$ cat config.mk
export PLATFORM = sky130hd
export DESIGN_NAME = round_robin_task_scheduler_flat
export DESIGN_NICKNAME = d
export VERILOG_FILES = /design/src/hdl/rrts_pkg.sv /design/src/hdl/rrts_req_if.sv /design/src/hdl/rrts_rsp_if.sv /design/src/hdl/round_robin_task_scheduler.sv /design/src/flat_wrapper.sv
export SDC_FILE = /design/constraint.sdc
export NUM_CORES = 1
export LEC_CHECK = 0
export ABC_AREA = 1
export ABC_CLOCK_PERIOD_IN_PS = 11200
export BUFFER_PORTS_ARGS = -buffer_cell sky130_fd_sc_hd__buf_2
export CORE_UTILIZATION = 30
export CTS_CLUSTER_SIZE = 14
export DETAILED_ROUTE_END_ITERATION = 12
export GPL_ROUTABILITY_DRIVEN = 0
export PLACE_DENSITY = 0.52
export SETUP_SLACK_MARGIN = 0.1
export SYNTH_ARGS = -nofsm -noshare
export SYNTH_HDL_FRONTEND = slang
export SYNTH_SLANG_ARGS = --single-unit
$ cat constraint.sdc
create_clock -name clk -period 11.2 [get_ports clk]
set_input_delay 1.12 -clock clk [delete_from_list [all_inputs] [get_ports clk]]
set_output_delay 1.12 -clock clk [all_outputs]
set_load 0.01 [all_outputs]
$ cat src/hdl/rrts_pkg.sv
// Package for the round-robin task scheduler.
// Holds the command and status codes and the fixed field widths.
// No dependencies; used by the channel interfaces and the top level.
package rrts_pkg;

  localparam int CMD_W    = 2;
  localparam int STATUS_W = 3;
  localparam int TAG_W    = 8;

  // Commands carried by an input item
  localparam logic [CMD_W-1:0] CMD_ADD    = 2'd0;
  localparam logic [CMD_W-1:0] CMD_REMOVE = 2'd1;
  localparam logic [CMD_W-1:0] CMD_TICK   = 2'd2;
  localparam logic [CMD_W-1:0] CMD_NEWRUN = 2'd3;

  // Status codes carried by a result item
  localparam logic [STATUS_W-1:0] ST_OK         = 3'd0;
  localparam logic [STATUS_W-1:0] ST_FULL       = 3'd1;
  localparam logic [STATUS_W-1:0] ST_NOT_FOUND  = 3'd2;
  localparam logic [STATUS_W-1:0] ST_ZERO_BURST = 3'd3;
  localparam logic [STATUS_W-1:0] ST_IDLE_RUN   = 3'd4;

endpackage

$ cat src/hdl/rrts_req_if.sv
// Command channel of the round-robin task scheduler.
// Carries valid/ready and the command item; depends on rrts_pkg.
interface rrts_req_if #(
  parameter int BURST_BITS = 8
);
  logic                        valid;
  logic                        ready;
  logic [rrts_pkg::CMD_W-1:0]  cmd;
  logic [BURST_BITS-1:0]       burst;
  logic [rrts_pkg::TAG_W-1:0]  task_id;

  modport source (output valid, output cmd, output burst, output task_id, input ready);
  modport sink   (input valid, input cmd, input burst, input task_id, output ready);
endinterface

$ cat src/hdl/rrts_rsp_if.sv
// Result channel of the round-robin task scheduler.
// Carries valid/ready and the result item; depends on rrts_pkg.
interface rrts_rsp_if #(
  parameter int BURST_BITS = 8,
  parameter int TIME_BITS  = 16
);
  logic                           valid;
  logic                           ready;
  logic [rrts_pkg::STATUS_W-1:0]  status;
  logic [rrts_pkg::TAG_W-1:0]     task_tag;
  logic [BURST_BITS-1:0]          remaining;
  logic                           finished;
  logic [TIME_BITS-1:0]           finish_time;
  logic                           all_done;

  modport source (output valid, output status, output task_tag, output remaining,
                  output finished, output finish_time, output all_done, input ready);
  modport sink   (input valid, input status, input task_tag, input remaining,
                  input finished, input finish_time, input all_done, output ready);
endinterface

$ cat src/hdl/round_robin_task_scheduler.sv
// Round-robin task scheduler: task table in one slot memory (registered read).
// An add goes straight to its result; remove, tick and new run walk the table
// when it is not empty, through the single read port. One item at a time: a new
// command is taken only in the idle state. Reset (synchronous) empties
// the table and clears timer, position and id counter; no clearing pass.
module round_robin_task_scheduler #(
  parameter int MAX_TASKS  = 16,
  parameter int BURST_BITS = 8,
  parameter int TIME_BITS  = 16
) (
  input  logic        clk,
  input  logic        rst,
  rrts_req_if.sink    req,
  rrts_rsp_if.source  rsp
);

  localparam int IDXW = (MAX_TASKS > 1) ? $clog2(MAX_TASKS) : 1;
  localparam int CNTW = $clog2(MAX_TASKS + 1);
  localparam int WW   = (TIME_BITS > BURST_BITS) ? TIME_BITS : BURST_BITS;
  localparam int TAGW = rrts_pkg::TAG_W;
  localparam int STW  = rrts_pkg::STATUS_W;

  localparam logic [2:0] S_IDLE   = 3'd0;
  localparam logic [2:0] S_FIND   = 3'd1;
  localparam logic [2:0] S_SHIFT  = 3'd2;
  localparam logic [2:0] S_SCAN   = 3'd3;
  localparam logic [2:0] S_RUN    = 3'd4;
  localparam logic [2:0] S_RELOAD = 3'd5;
  localparam logic [2:0] S_EMIT   = 3'd6;

  typedef struct packed {
    logic [TAGW-1:0]       ident;
    logic [BURST_BITS-1:0] rem;
    logic [TIME_BITS-1:0]  exec;
    logic [TIME_BITS-1:0]  finish;
  } slot_t;

  // Slot memory
  slot_t slot_mem [MAX_TASKS];

  logic [2:0]            state;
  logic [CNTW-1:0]       entry_count;
  logic [CNTW-1:0]       done_count;
  logic [IDXW-1:0]       pos;
  logic [TIME_BITS-1:0]  run_timer;
  logic [TAGW-1:0]       next_ident;
  logic [TAGW-1:0]       tid;

  // Table walk
  logic [IDXW-1:0]       scan_addr;
  logic [CNTW-1:0]       scan_left;
  logic [CNTW-1:0]       chk_left;
  logic                  rvalid;
  logic [IDXW-1:0]       ridx;
  slot_t                 rdata;
  logic [IDXW-1:0]       found;
  logic [IDXW-1:0]       pick_idx;
  slot_t                 pick_data;

  // Pending result
  logic [STW-1:0]        res_status;
  logic [TAGW-1:0]       res_tag;
  logic [BURST_BITS-1:0] res_rem;
  logic                  res_fin;
  logic [TIME_BITS-1:0]  res_ftime;

  // Output register
  logic                  ovalid;
  logic [STW-1:0]        o_status;
  logic [TAGW-1:0]       o_tag;
  logic [BURST_BITS-1:0] o_rem;
  logic                  o_fin;
  logic [TIME_BITS-1:0]  o_ftime;
  logic                  o_all_done;

  logic                  accept;
  logic                  issue;
  logic                  hit;
  logic                  emit_now;
  logic [IDXW-1:0]       addr_inc;
  logic [IDXW-1:0]       start_pos;
  logic [IDXW-1:0]       fin_idx;
  logic [IDXW-1:0]       pos_dec;
  logic [CNTW-1:0]       cnt_dec;
  logic [IDXW-1:0]       pos_after;
  logic [BURST_BITS-1:0] run_rem;
  logic [TIME_BITS-1:0]  run_exec;
  logic                  run_fin;
  logic [WW-1:0]         exec_w;
  logic [BURST_BITS-1:0] reload_rem;
  logic                  mem_we;
  logic [IDXW-1:0]       mem_waddr;
  slot_t                 mem_wdata;

  assign req.ready       = (state == S_IDLE);
  assign accept          = req.valid && req.ready;
  assign rsp.valid       = ovalid;
  assign rsp.status      = o_status;
  assign rsp.task_tag    = o_tag;
  assign rsp.remaining   = o_rem;
  assign rsp.finished    = o_fin;
  assign rsp.finish_time = o_ftime;
  assign rsp.all_done    = o_all_done;

  // Walk control and position arithmetic
  always_comb begin
    issue     = (scan_left != '0) &&
                (state == S_FIND || state == S_SHIFT || state == S_SCAN || state == S_RELOAD);
    addr_inc  = ((CNTW'(scan_addr) + CNTW'(1)) >= entry_count) ? '0 : scan_addr + IDXW'(1);
    start_pos = (CNTW'(pos) < entry_count) ? pos : '0;
    hit       = rvalid && (((state == S_FIND) && (rdata.ident == tid)) ||
                           ((state == S_SCAN) && (rdata.rem != '0)));
    emit_now  = (state == S_EMIT) && (!ovalid || rsp.ready);
    fin_idx   = (state == S_FIND) ? ridx : found;
    pos_dec   = (fin_idx < pos) ? pos - IDXW'(1) : pos;
    cnt_dec   = entry_count - CNTW'(1);
    pos_after = (CNTW'(pos_dec) >= cnt_dec) ? '0 : pos_dec;
  end

  // Per-slot update for a tick and for a reload
  always_comb begin
    run_rem    = pick_data.rem - BURST_BITS'(1);
    run_exec   = (&pick_data.exec) ? pick_data.exec : pick_data.exec + TIME_BITS'(1);
    run_fin    = (run_rem == '0);
    exec_w     = WW'(rdata.exec);
    reload_rem = (exec_w > WW'({BURST_BITS{1'b1}})) ? {BURST_BITS{1'b1}}
                                                    : BURST_BITS'(exec_w);
  end

  // Memory write port
  always_comb begin
    mem_we    = 1'b0;
    mem_waddr = '0;
    mem_wdata = rdata;
    if (accept && (req.cmd == rrts_pkg::CMD_ADD) && (req.burst != '0) &&
        (entry_count < CNTW'(MAX_TASKS))) begin
      mem_we           = 1'b1;
      mem_waddr        = IDXW'(entry_count);
      mem_wdata.ident  = next_ident;
      mem_wdata.rem    = req.burst;
      mem_wdata.exec   = '0;
      mem_wdata.finish = '0;
    end else if ((state == S_SHIFT) && rvalid) begin
      mem_we    = 1'b1;
      mem_waddr = ridx - IDXW'(1);
    end else if ((state == S_RELOAD) && rvalid) begin
      mem_we           = 1'b1;
      mem_waddr        = ridx;
      mem_wdata.rem    = reload_rem;
      mem_wdata.finish = '0;
    end else if (state == S_RUN) begin
      mem_we           = 1'b1;
      mem_waddr        = pick_idx;
      mem_wdata        = pick_data;
      mem_wdata.rem    = run_rem;
      mem_wdata.exec   = run_exec;
      mem_wdata.finish = run_fin ? run_timer : pick_data.finish;
    end
  end

  // Memory: one write, one registered read
  always_ff @(posedge clk) begin
    if (mem_we) begin
      slot_mem[mem_waddr] <= mem_wdata;
    end
    if (issue) begin
      rdata <= slot_mem[scan_addr];
    end
  end

  // Sequencer
  always_ff @(posedge clk) begin
    if (rst) begin
      state       <= S_IDLE;
      entry_count <= '0;
      done_count  <= '0;
      pos         <= '0;
      run_timer   <= '0;
      next_ident  <= '0;
      scan_left   <= '0;
      chk_left    <= '0;
      rvalid      <= 1'b0;
      ovalid      <= 1'b0;
    end else begin
      // advance the table walk; a hit stops it and the state sets the next walk
      rvalid <= issue && !hit;
      ridx   <= scan_addr;
      if (issue && !hit) begin
        scan_addr <= addr_inc;
        scan_left <= scan_left - CNTW'(1);
      end
      if (rvalid && !hit) begin
        chk_left <= chk_left - CNTW'(1);
      end

      // load the output item from the emit state, drop it once taken
      if (emit_now) begin
        ovalid <= 1'b1;
      end else if (ovalid && rsp.ready) begin
        ovalid <= 1'b0;
      end

      unique case (state)
        S_IDLE: begin
          if (accept) begin
            tid       <= req.task_id;
            res_rem   <= '0;
            res_fin   <= 1'b0;
            res_ftime <= '0;
            unique case (req.cmd)
              rrts_pkg::CMD_ADD: begin
                state <= S_EMIT;
                if (req.burst == '0) begin
                  res_status <= rrts_pkg::ST_ZERO_BURST;
                  res_tag    <= '0;
                end else if (entry_count >= CNTW'(MAX_TASKS)) begin
                  res_status <= rrts_pkg::ST_FULL;
                  res_tag    <= '0;
                end else begin
                  res_status  <= rrts_pkg::ST_OK;
                  res_tag     <= next_ident;
                  entry_count <= entry_count + CNTW'(1);
                  next_ident  <= next_ident + TAGW'(1);
                end
              end
              rrts_pkg::CMD_REMOVE: begin
                res_tag <= req.task_id;
                if (entry_count == '0) begin
                  res_status <= rrts_pkg::ST_NOT_FOUND;
                  state      <= S_EMIT;
                end else begin
                  res_status <= rrts_pkg::ST_OK;
                  scan_addr  <= '0;
                  scan_left  <= entry_count;
                  chk_left   <= entry_count;
                  state      <= S_FIND;
                end
              end
              rrts_pkg::CMD_TICK: begin
                res_tag <= '0;
                if (entry_count == '0) begin
                  res_status <= rrts_pkg::ST_IDLE_RUN;
                  state      <= S_EMIT;
                end else begin
                  res_status <= rrts_pkg::ST_OK;
                  scan_addr  <= start_pos;
                  scan_left  <= entry_count;
                  chk_left   <= entry_count;
                  state      <= S_SCAN;
                end
              end
              rrts_pkg::CMD_NEWRUN: begin
                res_status <= rrts_pkg::ST_OK;
                res_tag    <= '0;
                done_count <= '0;
                run_timer  <= '0;
                pos        <= '0;
                if (entry_count == '0) begin
                  state <= S_EMIT;
                end else begin
                  scan_addr <= '0;
                  scan_left <= entry_count;
                  chk_left  <= entry_count;
                  state     <= S_RELOAD;
                end
              end
              default: begin
                res_status <= rrts_pkg::ST_OK;
                res_tag    <= '0;
                state      <= S_EMIT;
              end
            endcase
          end
        end

        S_FIND: begin
          if (hit) begin
            res_tag <= tid;
            found   <= ridx;
            if ((rdata.rem == '0) && (done_count != '0)) begin
              done_count <= done_count - CNTW'(1);
            end
            if ((CNTW'(ridx) + CNTW'(1)) < entry_count) begin
              // move the later entries down by one
              scan_addr <= ridx + IDXW'(1);
              scan_left <= entry_count - CNTW'(ridx) - CNTW'(1);
              chk_left  <= entry_count - CNTW'(ridx) - CNTW'(1);
              state     <= S_SHIFT;
            end else begin
              scan_left   <= '0;
              entry_count <= cnt_dec;
              pos         <= pos_after;
              state       <= S_EMIT;
            end
          end else if (rvalid && (chk_left == CNTW'(1))) begin
            res_status <= rrts_pkg::ST_NOT_FOUND;
            res_tag    <= tid;
            scan_left  <= '0;
            state      <= S_EMIT;
          end
        end

        S_SHIFT: begin
          if (rvalid && (chk_left == CNTW'(1))) begin
            entry_count <= cnt_dec;
            pos         <= pos_after;
            state       <= S_EMIT;
          end
        end

        S_SCAN: begin
          if (hit) begin
            pick_idx  <= ridx;
            pick_data <= rdata;
            scan_left <= '0;
            state     <= S_RUN;
          end else if (rvalid && (chk_left == CNTW'(1))) begin
            res_status <= rrts_pkg::ST_IDLE_RUN;
            scan_left  <= '0;
            state      <= S_EMIT;
          end
        end

        S_RUN: begin
          res_tag   <= pick_data.ident;
          res_rem   <= run_rem;
          res_fin   <= run_fin;
          res_ftime <= run_fin ? run_timer : '0;
          if (run_fin) begin
            done_count <= done_count + CNTW'(1);
          end
          run_timer <= run_timer + TIME_BITS'(1);
          pos       <= ((CNTW'(pick_idx) + CNTW'(1)) < entry_count) ?
                       pick_idx + IDXW'(1) : '0;
          state     <= S_EMIT;
        end

        S_RELOAD: begin
          if (rvalid) begin
            if (reload_rem == '0) begin
              done_count <= done_count + CNTW'(1);
            end
            if (chk_left == CNTW'(1)) begin
              state <= S_EMIT;
            end
          end
        end

        S_EMIT: begin
          // hold until the output register is free
          if (emit_now) begin
            o_status   <= res_status;
            o_tag      <= res_tag;
            o_rem      <= res_rem;
            o_fin      <= res_fin;
            o_ftime    <= res_ftime;
            o_all_done <= (done_count == entry_count);
            state      <= S_IDLE;
          end
        end

        default: state <= S_IDLE;
      endcase
    end
  end

  // Checks
  a_done_le_count: assert property (@(posedge clk) disable iff (rst)
    done_count <= entry_count)
    else $error("finished count exceeds table size");

  a_count_bound: assert property (@(posedge clk) disable iff (rst)
    entry_count <= CNTW'(MAX_TASKS))
    else $error("table size beyond capacity");

  a_no_rw_clash: assert property (@(posedge clk) disable iff (rst)
    (mem_we && issue) |-> (mem_waddr != scan_addr))
    else $error("read and write of the same slot in one cycle");

  a_rvalid_walk: assert property (@(posedge clk) disable iff (rst)
    rvalid |-> (state == S_FIND || state == S_SHIFT || state == S_SCAN ||
                state == S_RELOAD))
    else $error("read data outside a table walk");

  a_idle_no_walk: assert property (@(posedge clk) disable iff (rst)
    (state == S_IDLE) |-> (scan_left == '0) && !rvalid)
    else $error("table walk still active when idle");

endmodule
$ cat src/flat_wrapper.sv
// flat-port wrapper written by rule: the top's interface ports become plain ports
module round_robin_task_scheduler_flat 
#(
  parameter int MAX_TASKS  = 16,
  parameter int BURST_BITS = 8,
  parameter int TIME_BITS  = 16
)
  (clk, rst, req_valid, req_cmd, req_burst, req_task_id, req_ready, rsp_valid, rsp_status, rsp_task_tag, rsp_remaining, rsp_finished, rsp_finish_time, rsp_all_done, rsp_ready);
  rrts_req_if #(.BURST_BITS(BURST_BITS)) req_i ();
  rrts_rsp_if #(.BURST_BITS(BURST_BITS), .TIME_BITS(TIME_BITS)) rsp_i ();
  input  logic clk;
  input  logic rst;
  input wire logic [$bits(req_i.valid)-1:0] req_valid;
  input wire logic [$bits(req_i.cmd)-1:0] req_cmd;
  input wire logic [$bits(req_i.burst)-1:0] req_burst;
  input wire logic [$bits(req_i.task_id)-1:0] req_task_id;
  output wire logic [$bits(req_i.ready)-1:0] req_ready;
  output wire logic [$bits(rsp_i.valid)-1:0] rsp_valid;
  output wire logic [$bits(rsp_i.status)-1:0] rsp_status;
  output wire logic [$bits(rsp_i.task_tag)-1:0] rsp_task_tag;
  output wire logic [$bits(rsp_i.remaining)-1:0] rsp_remaining;
  output wire logic [$bits(rsp_i.finished)-1:0] rsp_finished;
  output wire logic [$bits(rsp_i.finish_time)-1:0] rsp_finish_time;
  output wire logic [$bits(rsp_i.all_done)-1:0] rsp_all_done;
  input wire logic [$bits(rsp_i.ready)-1:0] rsp_ready;
  assign req_i.valid = req_valid;
  assign req_i.cmd = req_cmd;
  assign req_i.burst = req_burst;
  assign req_i.task_id = req_task_id;
  assign req_ready = req_i.ready;
  assign rsp_valid = rsp_i.valid;
  assign rsp_status = rsp_i.status;
  assign rsp_task_tag = rsp_i.task_tag;
  assign rsp_remaining = rsp_i.remaining;
  assign rsp_finished = rsp_i.finished;
  assign rsp_finish_time = rsp_i.finish_time;
  assign rsp_all_done = rsp_i.all_done;
  assign rsp_i.ready = rsp_ready;
  round_robin_task_scheduler #(.MAX_TASKS(MAX_TASKS), .BURST_BITS(BURST_BITS), .TIME_BITS(TIME_BITS)) u_core (.clk(clk), .rst(rst), .req(req_i), .rsp(rsp_i));
endmodule
-- After elaboration in Yosys (flattened, before gate mapping)
Memories as Yosys holds them, arrays and structs flattened. A register that Yosys moved wholly into a read port is not among the register bits.
Cells that the tools add are included.
- bitwise gates (word level): 3
- eq/ne operators: 31
- add/sub/neg operators: 20
- reduce and logical (&&, ||, !) cells: 58
- mux-type cells: 115
- order comparisons: 9
- operators by type and width (kind ; count):
    $mux W48 ; 3
    $mux W5 ; 28
    $mux W16 ; 8
    $mux W4 ; 21
    $mux W8 ; 9
    $pmux W16 S2 ; 2
    $mux W3 ; 17
    $pmux W8 S3 ; 2
    $add A16 B1 Y16 const B ; 2
    $logic_not A8 Y1 ; 4
    $pmux W5 S3 ; 2
    $ne A2 B2 Y1 const B ; 14
    $sub A5 B1 Y5 const B ; 5
    $pmux W3 S4 ; 2
    $pmux W3 S7 ; 1
    $pmux W5 S4 ; 1
    $reduce_and A3 Y1 ; 6
    $gt A16 B8 Y1 const B ; 1
    $logic_and A1 B1 Y1 ; 16
    $pmux W4 S2 ; 2
    $pmux W4 S4 ; 1
    $pmux W8 S2 ; 1
    $reduce_and A16 Y1 ; 1
    $reduce_and A8 Y1 ; 2
    other kinds (46) ; 85
- output and inout bits: 39
- memories kept: 1
- logic and storage cells: 267
- bits in registers: 198
- bits of input ports: 22
- bits in writable memories: 768
- memories (memory ; depth ; width ; read ports ; clocked after memory_dff ; write ports ; line ; source):
    u_core.slot_mem ; 16 ; 48 ; 1 ; 1 ; 1 ; round_robin_task_scheduler.sv:39 ; slot_t slot_mem [MAX_TASKS];

-- Depth between registers and ports, before layout
- word-level depth: 11
- gate-level depth with buffers: 22
- mapped depth without buffers: 21

-- Worst setup path before layout
Ideal clock, no wire load.
- path type: in2reg
- from: input port rst
- to: register u_core.o_all_done (netlist: u_core.rsp.all_done) (enable)
- setup slack: 5.722 ns
- data required time: 10.676 ns
- buffers on the path: 1
- arrival: 4.955 ns
- setup time: 0.524 ns
- cell stages on the path: 2
- path through: clkbuf_1 nor4_1
- longest elaborated chain between the ends: 2
- ends and longest elaborated chain (element ; line ; source):
    start: declaration ; flat_wrapper.sv:12 ; input logic rst;
    $not A1 Y1 (no line) ; n/a ;
    $reduce_and A3 Y1 (no line) ; n/a ;
    end signal: assignment ; round_robin_task_scheduler.sv:357 ; o_all_done <= (done_count == entry_count);
    end: declaration ; round_robin_task_scheduler.sv:74 ; logic o_all_done;
Every way passes these cells.
A chain may end at the register's enable or synchronous reset.

-- Worst setup path after layout
- from: input port req_burst[2]
- to: memory u_core.slot_mem[1][33] (netlist bit) (enable)
- longest elaborated chain between the ends: 6
- elaborated cells between the ends (all ways): 7
- classes of those cells: mux: 4; reduce/logical: 3
- ends and longest elaborated chain (element ; line ; source):
    start: declaration ; flat_wrapper.sv:15 ; input wire logic [$bits(req_i.burst)-1:0] req_burst;
    $reduce_bool A8 Y1 (*) ; round_robin_task_scheduler.sv:135 ; if (accept && (req.cmd == rrts_pkg::CMD_ADD) && (req.burst != '0) &&
    $logic_and A1 B1 Y1 (*) (2 in series) ; round_robin_task_scheduler.sv:135 ;
    $mux W1 ; round_robin_task_scheduler.sv:135 ;
    $mux W1 ; round_robin_task_scheduler.sv:163 ; if (mem_we) begin
    $mux W1 (not written as such) ; round_robin_task_scheduler.sv:164 ; slot_mem[mem_waddr] <= mem_wdata;
    end: declaration ; round_robin_task_scheduler.sv:39 ;
Mark *: on every way between the ends. The rest lies on a longest branch, timed or not.

==> summary.txt <==
Finish
  • Area grow syn2layout: 14.8%
  • Core Util, Final: 0.348
  • Fin area: about 36000 sq um
  • Proportion of layout cells with a drive suffix above 1: 0.0960
  • Nets: roughly 2800
  • Non-Filler Instances: between 4000 and 5000
  • Diodes inserted: 0

Global routing
  • Largest net degree at the start of global routing: 120
  • Number of global-route vias before repair: between 15000 and 20000
  • Met3 GRT Util: 0.0218
  • Met1 Use GR: 0.210
  • GRT Residual Overflow: 0
  • Gr usage total: 0.156
  • Antenna violations before repair: 1
  • Met2 usage: 0.261
  • Global-route wire length before repair: ~120 mm
  • Gr busiest metal: met2

Routing
  • Drt total wl: ~82 mm
  • DRT Pass-1 Iters: 5
  • Vias/cell: 4.93
  • DRC: 0
  • DR iter-0 viols: 1828
  • Vias: roughly 21000
  • Wire per inst: between 15 and 20 microns
  • Antenna Nets Post-Route: 0

STA
  • Final Max Slew Viols: 0
  • Fin Setup TNS: 0 ns
  • Fin Hold WS: between 0.4 and 0.5 ns
  • Setup Skew: ~0.030 ns
  • Final hold violation count: 0
  • Fmax: between 200 and 250 MHz
  • Crit share post-route: 0.410
  • Unrepaired setup endpoints after global routing: no
  • Crit path time final: roughly 4.6 ns
  • Slew @ Worst Pin: 1.36 ns
  • Slew Limit Headroom: 0.0901
  • Final setup viols: 0

Synth
  • YS warnings: 0
  • Syn Nets: around 2800
  • Synthesized area: 30900 sq um
  • Yosys top cell by area: edfxtp_1
  • Syn Inst Count: ~2700
  • Sequential share of the synthesized area: 0.688
  • Synthesized flop and latch total: 726
  • Yosys cell types: 44
  • Syn_area_per_cell: approximately 11 sq um
  • Share of the synthesized area in the top cell type: 0.654
  • Synth area leaders: edfxtp_1, o21ai_0, nor2_1

Worst hold path
  • Hold Path Depth: 0
  • Worst Hold Class: reg -> reg

Setup path
  • Critical path data required time: 11.48 ns
  • Crit path cell chain: buf_2 -> inv_1 -> nand3_1 -> nor3_1 -> nor2_1 -> nand3_2 -> buf_4 -> inv_2 -> a21oi_1 -> nand2_1 -> nor2_4 -> buf_4
  • Critical-path top delay cell: nor3_1
  • Most frequent CP cell: buf_4
  • CP Buf/Inv Count: 5
  • CP Capture Type: flip-flop
  • Reg2Reg Depth: 13
  • WP data arrival: just under 5 ns
  • CP top delay family: simple AND/OR/NAND/NOR gates
  • Crit path kind: in -> reg
  • CP peak stage delay: 0.69 ns
  • Crit path depth: 12
  • Startpoint types: input pin
  • Top fanout value on the critical path: 44

Job
  • Max cap viols: 0

Die
  • Die H: approximately 320 microns
  • Chip width: about 320 microns
  • Initial core utilization: 0.303
  • Core ar.: ~100000 sq um
  • Cell Rows: roughly 120
  • Top-Level Pins: 61
  • Die ar.: 104000 sq um

Clock tree
  • H-tree depth: 3
  • Clock Tree Root: clkbuf_16
  • Clock buffer count from CTS: 78
  • Clock Tree Buf Depth: 3
  • CTS tree: done
  • # resized after CTS: 0
  • # hold bufs at CTS: 0
  • Reg clk slew, reported paths: 0.05 ns
  • Clk_lat worst skew: between 0.6 and 0.7 ns
  • # clock sinks: between 700 and 800
  • Post-CTS setup repair buffer count: 0

Power
  • Power Dens Cells: between 200 and 300 nW/um^2
  • Worst VDD drop: between 0.15 and 0.2 mV
  • Standby leakage power: approximately 12 nW

Placement
  • Cell area after placement: around 33000 sq um
  • Placed insts: 4047
  • Port Buf Inserts: 60
  • Post-DP HPWL: approximately 47 mm

Status
  • Status: finished, final reports clean
area by class of cell:
| cell class | count | area (sq um) |
|---|---|---|
| repair buffers | 104 | 631 |
| multi-input cells | 1670 | 8640 |
| clock inverters | 51 | 566 |
| inverters | 179 | 678 |
| fillers | 10100 | 66500 |
| clock buffers | 94 | 2010 |
| flip-flops and latches | 726 | 21300 |
| well taps | 1368 | 1710 |
state kept, by name, indices dropped and copies added (netlist names), 5 cells and up:
name and cells:
u_core.res_rem 8, u_core.next_ident 8, u_core.entry_count 5, u_core.pick_data 32, u_core.res_tag 8, u_core.exec_w 16, u_core.scan_left 5, u_core.chk_left 5
u_core.slot_mem 512, u_core.run_timer 16, u_core.res_ftime 16, u_core.rsp.task_tag 8, u_core.tid 8, u_core.rdata 16, u_core.rsp.finish_time 16, u_core.done_count 5
u_core.rsp.remaining 8
worst register-to-register path, stage by stage (launching register included):
cell	delay (ns)
dfxtp_1	0.40
nor2_2	0.35
inv_2	0.08
nor2_4	0.19
nand2_1	0.15
inv_2	0.09
nand3_2	0.07
buf_4	0.29
inv_2	0.50
a21oi_1	0.20
inv_1	0.11
nand2_1	0.23
nor2_4	0.58
buf_4	0.46
power by group:
| part | internal [mW] | leakage (nW) | switching (mW) |
|---|---|---|---|
| clock | 1.49 | 1.25 | 1.11 |
| combinational | 0.890 | 4.24 | 2.38 |
| sequential | 3.82 | 6.55 | 0.183 |
| total | 6.20 | 12.0 | 3.67 |
layer usage:
layer / share of wire / up-vias
li1: - / 9859
met1: 0.45 / 10200
met2: 0.47 / 539
met3: 0.047 / 115
met4: 0.024 / 2
met5: 0.000085 / -
cell usage after synthesis, drive strengths merged:
master	instances
clkbuf	120
or2	2
a211oi	3
a22oi	14
nand2	244
and2	1
a221oi	1
nor3b	3
o21a	2
xnor2	14
edfxtp	673
o21bai	3
nand3	87
xor2	37
a2111oi	1
o22ai	155
a21oi	95
inv	176
nor4	16
nor3	37
buf	11
o31ai	2
clkinv	3
nand3b	5
mux2i	1
nor2	466
o221ai	1
o211ai	11
o21ai	392
nand4	16
a21boi	2
ha	47
dfxtp	53
fa	2
a31oi	10
cell families (layout without fill, tap and decap cells):
logic type	Yosys count	after routing	share of synthesized area
xor gates and xnor gates	51	51	0.0144
DFF	726	726	0.688
AOI/OAI and AO/OA	692	692	0.122
muxes	1	1	0.000324
buffers and inverters	310	428	0.0378
adders and majority gates	49	49	0.0203
and+or+nand+nor	877	877	0.117
cells in the final DEF (no fill, tap or decap), types with 37 or more instances in the layout:
| cell | n |
|---|---|
| a21oi_1 | 94 |
| buf_2 | 60 |
| buf_4 | 44 |
| clkbuf_16 | 78 |
| dfxtp_1 | 53 |
| edfxtp_1 | 673 |
| ha_1 | 47 |
| inv_1 | 163 |
| nand2_1 | 238 |
| nand3_1 | 85 |
| nor2_1 | 447 |
| o21ai_0 | 370 |
| o22ai_1 | 155 |
| xor2_1 | 37 |
per-stage QoR:
stage          total power, mW  setup WS [ns]
2_1_floorplan             6.18           5.72
3_3_place_gp              7.31           5.98
3_5_place_dp              7.34           5.95
4_1_cts                   9.95           6.59
5_1_grt                   10.4           6.31
6_report                  9.88           6.61
worst paths after layout:
check | from | end | slack (ns)
setup reg to reg | u_core.state[0]$_SDFFE_PP0P_ | u_core.slot_mem[2][33]$_DFFE_PP_ | 7.11
hold reg to reg | u_core.res_ftime[7]$_SDFFCE_PN0P_ | u_core.rsp.finish_time[7]$_DFFE_PP_ | 0.42
hold / removal | u_core.res_ftime[7]$_SDFFCE_PN0P_ | u_core.rsp.finish_time[7]$_DFFE_PP_ | 0.42
setup / recovery | req_burst[2] | u_core.slot_mem[1][33]$_DFFE_PP_ | 6.61
No activity file was read; power rests on OpenSTA's default activity.
